File: src/gcode_extrusion_path_splitter_assert.svh
// ----------------------------------------------------------------------------
// gcode extrusion path splitter assertion macros
// shared concurrent assertion forms, clocked on clk, quiet during reset
// ----------------------------------------------------------------------------
`ifndef GCODE_EXTRUSION_PATH_SPLITTER_ASSERT_SVH
`define GCODE_EXTRUSION_PATH_SPLITTER_ASSERT_SVH

// same-cycle implication
`define GCPS_ASSERT_NOW(label, ante, cons) \
    label: assert property (@(posedge clk) disable iff (!rst_n) (ante) |-> (cons)) \
        else $error("gcps assertion failed");

// next-cycle implication
`define GCPS_ASSERT_NEXT(label, ante, cons) \
    label: assert property (@(posedge clk) disable iff (!rst_n) (ante) |=> (cons)) \
        else $error("gcps assertion failed");

`endif

File: src/gcps_pkg.sv
// ----------------------------------------------------------------------------
// gcps_pkg
// types and constants shared by the extrusion path splitter modules
// ----------------------------------------------------------------------------
package gcps_pkg;

    localparam int COORD_W        = 32;
    localparam int RUN_COUNT_BITS = 20;
    localparam int SUBPATH_BITS   = 16;

    // word kinds
    localparam logic [2:0] KIND_IGNORE = 3'd0;
    localparam logic [2:0] KIND_G      = 3'd1;
    localparam logic [2:0] KIND_X      = 3'd2;
    localparam logic [2:0] KIND_Y      = 3'd3;
    localparam logic [2:0] KIND_Z      = 3'd4;
    localparam logic [2:0] KIND_EOP    = 3'd5;

    // g codes
    localparam logic [7:0] G_RAPID    = 8'd0;
    localparam logic [7:0] G_LINEAR   = 8'd1;
    localparam logic [7:0] G_ABSOLUTE = 8'd90;
    localparam logic [7:0] G_RELATIVE = 8'd91;

    // result kinds
    localparam logic RES_POINT = 1'b0;
    localparam logic RES_CLOSE = 1'b1;

    // axis indexes
    localparam int AXIS_X = 0;
    localparam int AXIS_Y = 1;
    localparam int AXIS_Z = 2;

    typedef logic signed [COORD_W-1:0] coord_t;
    typedef logic [RUN_COUNT_BITS-1:0] run_cnt_t;
    typedef logic [SUBPATH_BITS-1:0]   sub_cnt_t;

    typedef struct packed {
        logic [2:0] word_kind;
        logic [7:0] g_number;
        coord_t     coord_value;
        logic       end_of_block;
    } in_word_t;

    typedef struct packed {
        logic     result_kind;
        coord_t   point_x;
        coord_t   point_y;
        coord_t   point_z;
        sub_cnt_t subpath_number;
        run_cnt_t points_in_subpath;
        run_cnt_t most_points;
    } out_word_t;

    // controls shared by the three axis units
    typedef struct packed {
        logic go;
        logic clear;
        logic resolve;
        logic relative;
    } axis_ctl_t;

    // controls for the run tracker
    typedef struct packed {
        logic go;
        logic g_rapid;
        logic g_linear;
        logic eop;
        logic resolve;
    } run_ctl_t;

    // run tracker decision for the current word
    typedef struct packed {
        logic     produce;
        logic     kind;
        sub_cnt_t subpath_number;
        run_cnt_t points;
        run_cnt_t most;
    } run_res_t;

endpackage

File: src/gcps_axis.sv
// ----------------------------------------------------------------------------
// gcps_axis
// one coordinate axis: pending value of the open block and resolved position
// ----------------------------------------------------------------------------
module gcps_axis (
    input  logic               clk,
    input  logic               rst_n,
    input  gcps_pkg::axis_ctl_t ctl,
    input  logic               wr,
    input  logic               given,
    input  gcps_pkg::coord_t   value,
    output gcps_pkg::coord_t   pos_new
);
    import gcps_pkg::*;

    coord_t pending_reg, pending_next;
    coord_t pos_reg, pos_next;
    coord_t pending_eff;
    logic [COORD_W:0] sum;
    coord_t sum_sat;

    assign pending_eff = wr ? value : pending_reg;

    // saturating relative add
    always_comb
    begin
        sum = {pos_reg[COORD_W-1], pos_reg} + {pending_eff[COORD_W-1], pending_eff};
        if (sum[COORD_W] != sum[COORD_W-1])
        begin
            sum_sat = sum[COORD_W] ? {1'b1, {(COORD_W-1){1'b0}}}
                                   : {1'b0, {(COORD_W-1){1'b1}}};
        end
        else
        begin
            sum_sat = sum[COORD_W-1:0];
        end
    end

    always_comb
    begin
        if (!given)
            pos_new = pos_reg;
        else if (ctl.relative)
            pos_new = sum_sat;
        else
            pos_new = pending_eff;
    end

    always_comb
    begin
        pending_next = pending_reg;
        pos_next     = pos_reg;
        if (ctl.go)
        begin
            pending_next = ctl.clear ? '0 : pending_eff;
            if (ctl.resolve)
                pos_next = pos_new;
        end
    end

    always_ff @(posedge clk or negedge rst_n)
    begin
        if (!rst_n)
        begin
            pending_reg <= '0;
            pos_reg     <= '0;
        end
        else
        begin
            pending_reg <= pending_next;
            pos_reg     <= pos_next;
        end
    end

endmodule

File: src/gcps_run.sv
// ----------------------------------------------------------------------------
// gcps_run
// extrusion state, run length, sub-path count and longest run
// ----------------------------------------------------------------------------
module gcps_run (
    input  logic               clk,
    input  logic               rst_n,
    input  gcps_pkg::run_ctl_t ctl,
    output gcps_pkg::run_res_t res
);
    import gcps_pkg::*;

    localparam run_cnt_t RUN_MAX = {RUN_COUNT_BITS{1'b1}};
    localparam sub_cnt_t SUB_MAX = {SUBPATH_BITS{1'b1}};

    logic     extruding_reg, extruding_next;
    run_cnt_t run_len_reg, run_len_next;
    sub_cnt_t sub_cnt_reg, sub_cnt_next;
    run_cnt_t longest_reg, longest_next;

    logic     close_req, closing, point, extruding_after;
    run_cnt_t run_inc, longest_upd;

    assign close_req       = ctl.eop || (ctl.g_rapid && extruding_reg);
    assign closing         = close_req && (run_len_reg != '0);
    assign extruding_after = ctl.g_linear || (extruding_reg && !ctl.g_rapid && !ctl.eop);
    assign point           = ctl.resolve && extruding_after && !closing;
    assign run_inc         = (run_len_reg == RUN_MAX) ? run_len_reg : run_len_reg + 1'b1;
    assign longest_upd     = (run_len_reg > longest_reg) ? run_len_reg : longest_reg;

    always_comb
    begin
        res.produce        = closing || point;
        res.kind           = closing ? RES_CLOSE : RES_POINT;
        res.subpath_number = sub_cnt_reg;
        res.points         = closing ? run_len_reg : run_inc;
        res.most           = closing ? longest_upd : longest_reg;
    end

    always_comb
    begin
        extruding_next = extruding_reg;
        run_len_next   = run_len_reg;
        sub_cnt_next   = sub_cnt_reg;
        longest_next   = longest_reg;
        if (ctl.go)
        begin
            extruding_next = extruding_after;
            if (closing)
            begin
                run_len_next = '0;
                longest_next = longest_upd;
                sub_cnt_next = (sub_cnt_reg == SUB_MAX) ? sub_cnt_reg : sub_cnt_reg + 1'b1;
            end
            else if (point)
            begin
                run_len_next = run_inc;
            end
        end
    end

    always_ff @(posedge clk or negedge rst_n)
    begin
        if (!rst_n)
        begin
            extruding_reg <= 1'b0;
            run_len_reg   <= '0;
            sub_cnt_reg   <= '0;
            longest_reg   <= '0;
        end
        else
        begin
            extruding_reg <= extruding_next;
            run_len_reg   <= run_len_next;
            sub_cnt_reg   <= sub_cnt_next;
            longest_reg   <= longest_next;
        end
    end

endmodule

File: src/gcode_extrusion_path_splitter.sv
// ----------------------------------------------------------------------------
// gcode_extrusion_path_splitter
// splits a stream of parsed g-code words into extruded path points and
// sub-path close words
// ----------------------------------------------------------------------------
//  channel  | handshake                  | payload
//  ---------+----------------------------+---------------------------------
//  word     | word_valid / word_stall    | gcps_pkg::in_word_t  word_data
//  result   | result_valid / result_stall| gcps_pkg::out_word_t result_data
//
//  one word per cycle sustained while the result is not stalled; a word
//  is held in the input register and its result (if any) is loaded into
//  the result register as the word goes through, which raises result_valid
//  the decode, the saturating axis adders and the run counters sit in one
//  combinational pass between the input register and the result register
//  reset clears the position, modes, counters and both valid bits
//  a stalled result holds the input register; word_stall then rises only
//  while the input register is full
// ----------------------------------------------------------------------------
module gcode_extrusion_path_splitter (
    input  logic                clk,
    input  logic                rst_n,
    input  logic                word_valid,
    input  gcps_pkg::in_word_t  word_data,
    output logic                word_stall,
    output logic                result_valid,
    input  logic                result_stall,
    output gcps_pkg::out_word_t result_data
);
    import gcps_pkg::*;

    // input register
    logic     in_valid_reg, in_valid_next;
    in_word_t in_word_reg;

    // result register
    logic      result_valid_reg, result_valid_next;
    out_word_t result_data_reg;

    // modal distance mode and block axis flags
    logic       relative_reg, relative_next;
    logic [2:0] given_reg, given_next;

    logic       out_free, proc_go, word_go;
    logic       is_g, is_eop, g_rapid, g_linear, g_abs, g_rel;
    logic [2:0] axis_wr, given_eff;
    logic       eob_eff, resolve, relative_eff;

    axis_ctl_t axis_ctl;
    run_ctl_t  run_ctl;
    run_res_t  run_res;
    coord_t    pos_x_new, pos_y_new, pos_z_new;

    // close word on the output and its longest-run check
    logic       close_shown, close_covered;

    // handshake: result register frees when empty or being taken
    assign out_free   = !result_valid_reg || !result_stall;
    assign proc_go    = in_valid_reg && out_free;
    assign word_stall = in_valid_reg && !out_free;
    assign word_go    = word_valid && !word_stall;

    // word decode
    assign is_g     = (in_word_reg.word_kind == KIND_G);
    assign is_eop   = (in_word_reg.word_kind == KIND_EOP);
    assign g_rapid  = is_g && (in_word_reg.g_number == G_RAPID);
    assign g_linear = is_g && (in_word_reg.g_number == G_LINEAR);
    assign g_abs    = is_g && (in_word_reg.g_number == G_ABSOLUTE);
    assign g_rel    = is_g && (in_word_reg.g_number == G_RELATIVE);

    always_comb
    begin
        axis_wr         = '0;
        axis_wr[AXIS_X] = (in_word_reg.word_kind == KIND_X);
        axis_wr[AXIS_Y] = (in_word_reg.word_kind == KIND_Y);
        axis_wr[AXIS_Z] = (in_word_reg.word_kind == KIND_Z);
    end

    // end of program drops the open block, so its end-of-block flag is moot
    assign given_eff    = given_reg | axis_wr;
    assign eob_eff      = in_word_reg.end_of_block && !is_eop;
    assign resolve      = eob_eff && (given_eff != '0);
    // a mode change in the last word of a block applies to that block
    assign relative_eff = g_rel ? 1'b1 : (g_abs ? 1'b0 : relative_reg);

    always_comb
    begin
        relative_next = relative_reg;
        given_next    = given_reg;
        if (proc_go)
        begin
            relative_next = relative_eff;
            given_next    = (is_eop || in_word_reg.end_of_block) ? 3'b000 : given_eff;
        end
    end

    assign axis_ctl = '{go:       proc_go,
                        clear:    is_eop || in_word_reg.end_of_block,
                        resolve:  resolve,
                        relative: relative_eff};

    assign run_ctl = '{go:       proc_go,
                       g_rapid:  g_rapid,
                       g_linear: g_linear,
                       eop:      is_eop,
                       resolve:  resolve};

    gcps_axis u_axis_x (
        .clk     (clk),
        .rst_n   (rst_n),
        .ctl     (axis_ctl),
        .wr      (axis_wr[AXIS_X]),
        .given   (given_eff[AXIS_X]),
        .value   (in_word_reg.coord_value),
        .pos_new (pos_x_new)
    );

    gcps_axis u_axis_y (
        .clk     (clk),
        .rst_n   (rst_n),
        .ctl     (axis_ctl),
        .wr      (axis_wr[AXIS_Y]),
        .given   (given_eff[AXIS_Y]),
        .value   (in_word_reg.coord_value),
        .pos_new (pos_y_new)
    );

    gcps_axis u_axis_z (
        .clk     (clk),
        .rst_n   (rst_n),
        .ctl     (axis_ctl),
        .wr      (axis_wr[AXIS_Z]),
        .given   (given_eff[AXIS_Z]),
        .value   (in_word_reg.coord_value),
        .pos_new (pos_z_new)
    );

    gcps_run u_run (
        .clk   (clk),
        .rst_n (rst_n),
        .ctl   (run_ctl),
        .res   (run_res)
    );

    // valid bits
    always_comb
    begin
        in_valid_next = in_valid_reg;
        if (proc_go)
            in_valid_next = 1'b0;
        if (word_go)
            in_valid_next = 1'b1;
    end

    always_comb
    begin
        result_valid_next = result_valid_reg;
        if (result_valid_reg && !result_stall)
            result_valid_next = 1'b0;
        if (proc_go && run_res.produce)
            result_valid_next = 1'b1;
    end

    always_ff @(posedge clk or negedge rst_n)
    begin
        if (!rst_n)
        begin
            in_valid_reg     <= 1'b0;
            result_valid_reg <= 1'b0;
            relative_reg     <= 1'b0;
            given_reg        <= 3'b000;
        end
        else
        begin
            in_valid_reg     <= in_valid_next;
            result_valid_reg <= result_valid_next;
            relative_reg     <= relative_next;
            given_reg        <= given_next;
        end
    end

    // payload registers
    always_ff @(posedge clk)
    begin
        if (word_go)
            in_word_reg <= word_data;
        if (proc_go && run_res.produce)
        begin
            result_data_reg.result_kind       <= run_res.kind;
            // a close word carries no coordinates
            result_data_reg.point_x           <= (run_res.kind == RES_CLOSE) ? '0 : pos_x_new;
            result_data_reg.point_y           <= (run_res.kind == RES_CLOSE) ? '0 : pos_y_new;
            result_data_reg.point_z           <= (run_res.kind == RES_CLOSE) ? '0 : pos_z_new;
            result_data_reg.subpath_number    <= run_res.subpath_number;
            result_data_reg.points_in_subpath <= run_res.points;
            result_data_reg.most_points       <= run_res.most;
        end
    end

    assign result_valid = result_valid_reg;
    assign result_data  = result_data_reg;

    `include "gcode_extrusion_path_splitter_assert.svh"

    assign close_shown   = result_valid && (result_data.result_kind == RES_CLOSE);
    assign close_covered = (result_data.most_points >= result_data.points_in_subpath);

    // a closed sub-path is never empty
    `GCPS_ASSERT_NOW(a_close_nonempty, close_shown, result_data.points_in_subpath != '0)
    // the longest run covers the run just closed
    `GCPS_ASSERT_NOW(a_close_longest, close_shown, close_covered)
    // input stall only while the input register holds a word
    `GCPS_ASSERT_NOW(a_stall_full, word_stall, in_valid_reg && result_valid_reg)
    // a word that goes through with a result leaves a valid result behind
    `GCPS_ASSERT_NEXT(a_result_follows, proc_go && run_res.produce, result_valid)

endmodule
File: config.mk
export PLATFORM = sky130hd
export DESIGN_NAME = gcode_extrusion_path_splitter
export DESIGN_NICKNAME = d
export VERILOG_FILES = /design/src/gcps_pkg.sv /design/src/gcps_axis.sv /design/src/gcps_run.sv /design/src/gcode_extrusion_path_splitter.sv
export VERILOG_INCLUDE_DIRS = /design/src /design/src/src
export SDC_FILE = /design/constraint.sdc
export NUM_CORES = 1
export LEC_CHECK = 0
export ABC_CLOCK_PERIOD_IN_PS = 25800
export BUFFER_PORTS_ARGS = -buffer_cell sky130_fd_sc_hd__clkbuf_2
export CAP_MARGIN = 10
export CORE_MARGIN = 5
export CORE_UTILIZATION = 24
export CTS_CLUSTER_DIAMETER = 120
export DETAILED_ROUTE_END_ITERATION = 10
export GPL_ROUTABILITY_DRIVEN = 0
export GPL_TIMING_DRIVEN = 0
export PLACE_DENSITY = 0.42
export SYNTH_ARGS = -nofsm -noshare
export SYNTH_HDL_FRONTEND = slang
export SYNTH_SLANG_ARGS = --single-unit
export TNS_END_PERCENT = 1
File: constraint.sdc
create_clock -name clk -period 25.8 [get_ports clk]
set_input_delay 2.58 -clock clk [delete_from_list [all_inputs] [get_ports clk]]
set_output_delay 2.58 -clock clk [all_outputs]
set_load 0.05 [all_outputs]
==> results by group <==
STA
  – Worst slew pin tran: ~1.3 ns
  – Number of failing hold endpoints at the final stage: 0
  – Worst-case hold slack: around 0.45 ns
  – Final setup violation count: 0
  – Worst slew margin relative to its limit: 12.70%
  – Highest Clock Rate: 146.5 MHz
  – Clock tree skew after final layout: 0.02625 ns
  – Number of slew-limit violations in the final report: 0
  – Setup TNS after final layout: 0 ns
  – Shortest period the worst path allows: 6.827 ns
  – Final worst-path cycle share: between 20% and 30%
  – Unrepaired setup endpoints after global routing: no

Hold path
  – Hold path startpoint: u_run.sub_cnt_reg[13]
  – Hold Path Depth: 0
  – Hold path endpoint: result_data[53]
  – Class of the most critical hold timing path: reg2reg

GRT
  – Number of antenna violations at the first check in global routing: 7
  – GR Util All Layers: approximately 16%
  – Global-route wire length before repair: 145.3 mm
  – Maximum number of pins on one net before global-route repair: 91
  – Vias in the first global route: around 21000
  – Congestion Overflow GR: 0

Synth
  – Most common library cells after synthesis: sky130_fd_sc_hd__nand2_1, sky130_fd_sc_hd__o21ai_0, sky130_fd_sc_hd__dfrtp_1
  – Prevailing post-synth register cell: sky130_fd_sc_hd__dfrtp_1
  – Syn_nets: roughly 2900
  – Proportion of netlist area held by the largest area contributor: between 20% and 30%
  – Syn. warnings: 0
  – Library cells used by synthesis: between 80 and 90
  – Cell type with the largest total area after synthesis: sky130_fd_sc_hd__dfrtp_1
  – EDFF count, synth: approximately 200
  – Seq cells post-synth: between 400 and 500
  – Synth area leaders: sky130_fd_sc_hd__dfrtp_1, sky130_fd_sc_hd__edfxtp_1, sky130_fd_sc_hd__ha_1
  – Cell Area, Synth: 26190 µm²
  – Post-Synthesis Mean Instance Area: between 9 and 10 µm²
  – Share of flip-flops with an asynchronous set or reset: 56.42%
  – Cells after synthesis: between 2000 and 3000
  – Most frequently used cell type in the post-synthesis netlist: sky130_fd_sc_hd__nand2_1
  – Sequential element share of the synthesized area: a little under half

Route
  – First-pass iteration count of the detailed router: 6
  – Number of remaining DRC errors: 0
  – Average routed wire per standard cell: between 20 and 25 µm
  – Via count: between 20000 and 25000
  – Detailed router's first-iteration violation count: around 1800
  – DRT antenna net count: 0
  – Total detailed-routing wirelength: approximately 99 mm
  – Via density per instance: about 4.9

Setup path
  – Worst R2R Start: in_word_reg[43]
  – Worst flop-to-flop path endpoint: result_data[149]
  – Largest fanout of any net on the critical path: 10
  – Critical path endpoint category: register
  – Register-to-register setup slack: between 15 and 20 ns
  – Critical Path RT: about 26 ns
  – Critical path launch point type: register
  – Arrival time reported for the critical path endpoint: 7.19 ns
  – Critical path class: reg2reg
  – Worst reg-to-reg path cell count: 19

Clock network
  – Clk sink count: roughly 450
  – Maximum number of buffers from clock root to sink: 3
  – CTS hold repair buffers: 0
  – Clock Latency Late Sink: 0.66 ns
  – CTS tree: yes
  – Buffer count from post-CTS setup fixing: 0
  – Total CTS buffers: 56
  – Cell at the root of the clock tree: sky130_fd_sc_hd__clkbuf_16
  – Number of levels in the clock H-tree: 2
  – Post-CTS clock slew at the launch and capture registers of the worst setup and hold paths: roughly 0.060 ns
  – Gates resized, CTS repair: 0

Die
  – Horizontal die dimension: around 340 µm
  – Overall die area: around 120000 µm²
  – Number of rows created at floorplan: roughly 120
  – Core footprint: 108700 µm²
  – Starting utilization of the core area: 24.09%
  – Y dimension of the die: ~340 µm
  – Boundary pin count: roughly 200

Final layout
  – Post-route non-filler standard cell count: roughly 4400
  – Number of flip-flops in the largest register: approximately 150
  – Post-route cell area: approximately 31000 µm²
  – Area growth syn-to-layout: 18.75%
  – Number of nets in the layout: 3128
  – Fraction of layout instances using a drive strength above 1: between 10% and 20%

Status
  – Status: finished, final reports clean

Job
  – Number of max-cap violations: 0

Place
  – Placed cell area: between 20000 and 30000 µm²
  – Number of buffers added on ports: ~200
  – Post-detailed-placement half-perimeter wirelength: 74.42 mm
  – Cell count after placement: 4310

Pwr
  – Power per cell area: about 66 nW/µm²
  – Largest vdd supply drop: between 50 and 60 µV
  – Leak pwr: ~0.014 µW
-- power by group --
group          switching, µW  internal (µW)  leakage [µW]  total (µW)
clock                    348            467      0.000916         815
sequential              46.0            801       0.00542         847
combinational            248            129       0.00758         377
total                    642           1400        0.0139        2040
-- logic make-up after synthesis --
logic type      share of synthesized area, %
simple gates                           12.05
mux                                    5.427
xor+xnor                               3.745
compound gates                         21.46
fa+ha+maj                              6.057
buf+inv                                4.304
flops                                  46.95
-- metrics by stage --
stage	setup WS [ns]	power (µW)	utilization, %
after floorplan	10.12	1097	-
after global placement	0.8482	1235	26.65
after detailed placement	18.81	1235	26.89
after CTS	18.81	2070	28.60
after global routing	18.54	2142	28.61
final	18.97	2039	28.61
-- worst max path at each step --
stage / from / end / slack [ns] / depth (start not counted)
2_1_floorplan: result_stall / u_run.run_len_reg[16] / 10.12 / 7
3_3_place_gp: result_stall / u_run.run_len_reg[16] / 0.85 / 8
3_5_place_dp: in_word_reg[43] / result_data[149] / 18.81 / 19
4_1_cts: in_word_reg[43] / result_data[149] / 18.81 / 19
5_1_grt: in_word_reg[43] / result_data[149] / 18.54 / 19
6_report: in_word_reg[43] / result_data[149] / 18.97 / 19
-- placed cells by master (no fill, tap or decap), drive strengths merged, types with 8 or more instances in the layout --
| cell type | instances |
|---|---|
| and4 | 8 |
| a211oi | 20 |
| clkbuf | 408 |
| o21a | 12 |
| nor2b | 11 |
| nor3 | 31 |
| or3 | 11 |
| nand4 | 28 |
| o21ai | 280 |
| xor2 | 52 |
| inv | 115 |
| nor4 | 10 |
| o31ai | 19 |
| ha | 122 |
| a31oi | 27 |
| mux2i | 79 |
| clkinv | 21 |
| buf | 51 |
| a22oi | 17 |
| nand3 | 87 |
| mux2 | 56 |
| and3 | 12 |
| nand2b | 15 |
| a32o | 14 |
| edfxtp | 197 |
| a21o | 78 |
| nand2 | 324 |
| dfrtp | 255 |
| o21bai | 11 |
| a22o | 68 |
| xnor2 | 60 |
| o22ai | 17 |
| nor2 | 140 |
| o211ai | 35 |
| a21oi | 218 |
| and2 | 10 |
-- layer usage --
layer | GRT usage [%] | part of all wire [%] | vias up
met5 | 0 | 0.015 | -
met4 | 4.031 | 2.5 | 2
met3 | 2.590 | 5.1 | 110
met2 | 25.40 | 44 | 626
met1 | 24.03 | 49 | 10660
li1 | - | - | 10380
-- cell type report --
type | count | area, µm²
Sequential cell | 452 | 12300
Inverter | 111 | 416.7
Clock inverter | 31 | 307.8
Clock buffer | 75 | 1555
Timing Repair Buffer | 214 | 1257
Multi-Input combinational cell | 1950 | 12780
Fill cell | 11530 | 77600
Tap cell | 1414 | 1769
Buffer | 170 | 710.7
Antenna cell | 1 | 2.502
-- critical path, stage by stage, from the launching register on --
cell                       delay, ns
sky130_fd_sc_hd__edfxtp_1       0.59
sky130_fd_sc_hd__nor3b_1        0.25
sky130_fd_sc_hd__clkbuf_1       0.41
sky130_fd_sc_hd__clkbuf_1       0.65
sky130_fd_sc_hd__buf_1          0.63
sky130_fd_sc_hd__mux2i_1        0.57
sky130_fd_sc_hd__inv_1          0.09
sky130_fd_sc_hd__ha_1           0.39
sky130_fd_sc_hd__a21oi_2        0.21
sky130_fd_sc_hd__nor2_1         0.05
sky130_fd_sc_hd__or3_1          0.37
sky130_fd_sc_hd__a21boi_2       0.21
sky130_fd_sc_hd__a21oi_1        0.14
sky130_fd_sc_hd__or2_2          0.29
sky130_fd_sc_hd__clkbuf_1       0.18
sky130_fd_sc_hd__a31oi_1        0.22
sky130_fd_sc_hd__buf_2          0.30
sky130_fd_sc_hd__buf_4          0.25
sky130_fd_sc_hd__a21oi_1        0.13
sky130_fd_sc_hd__o41ai_1        0.60
Power figures use the tool's default switching activity.
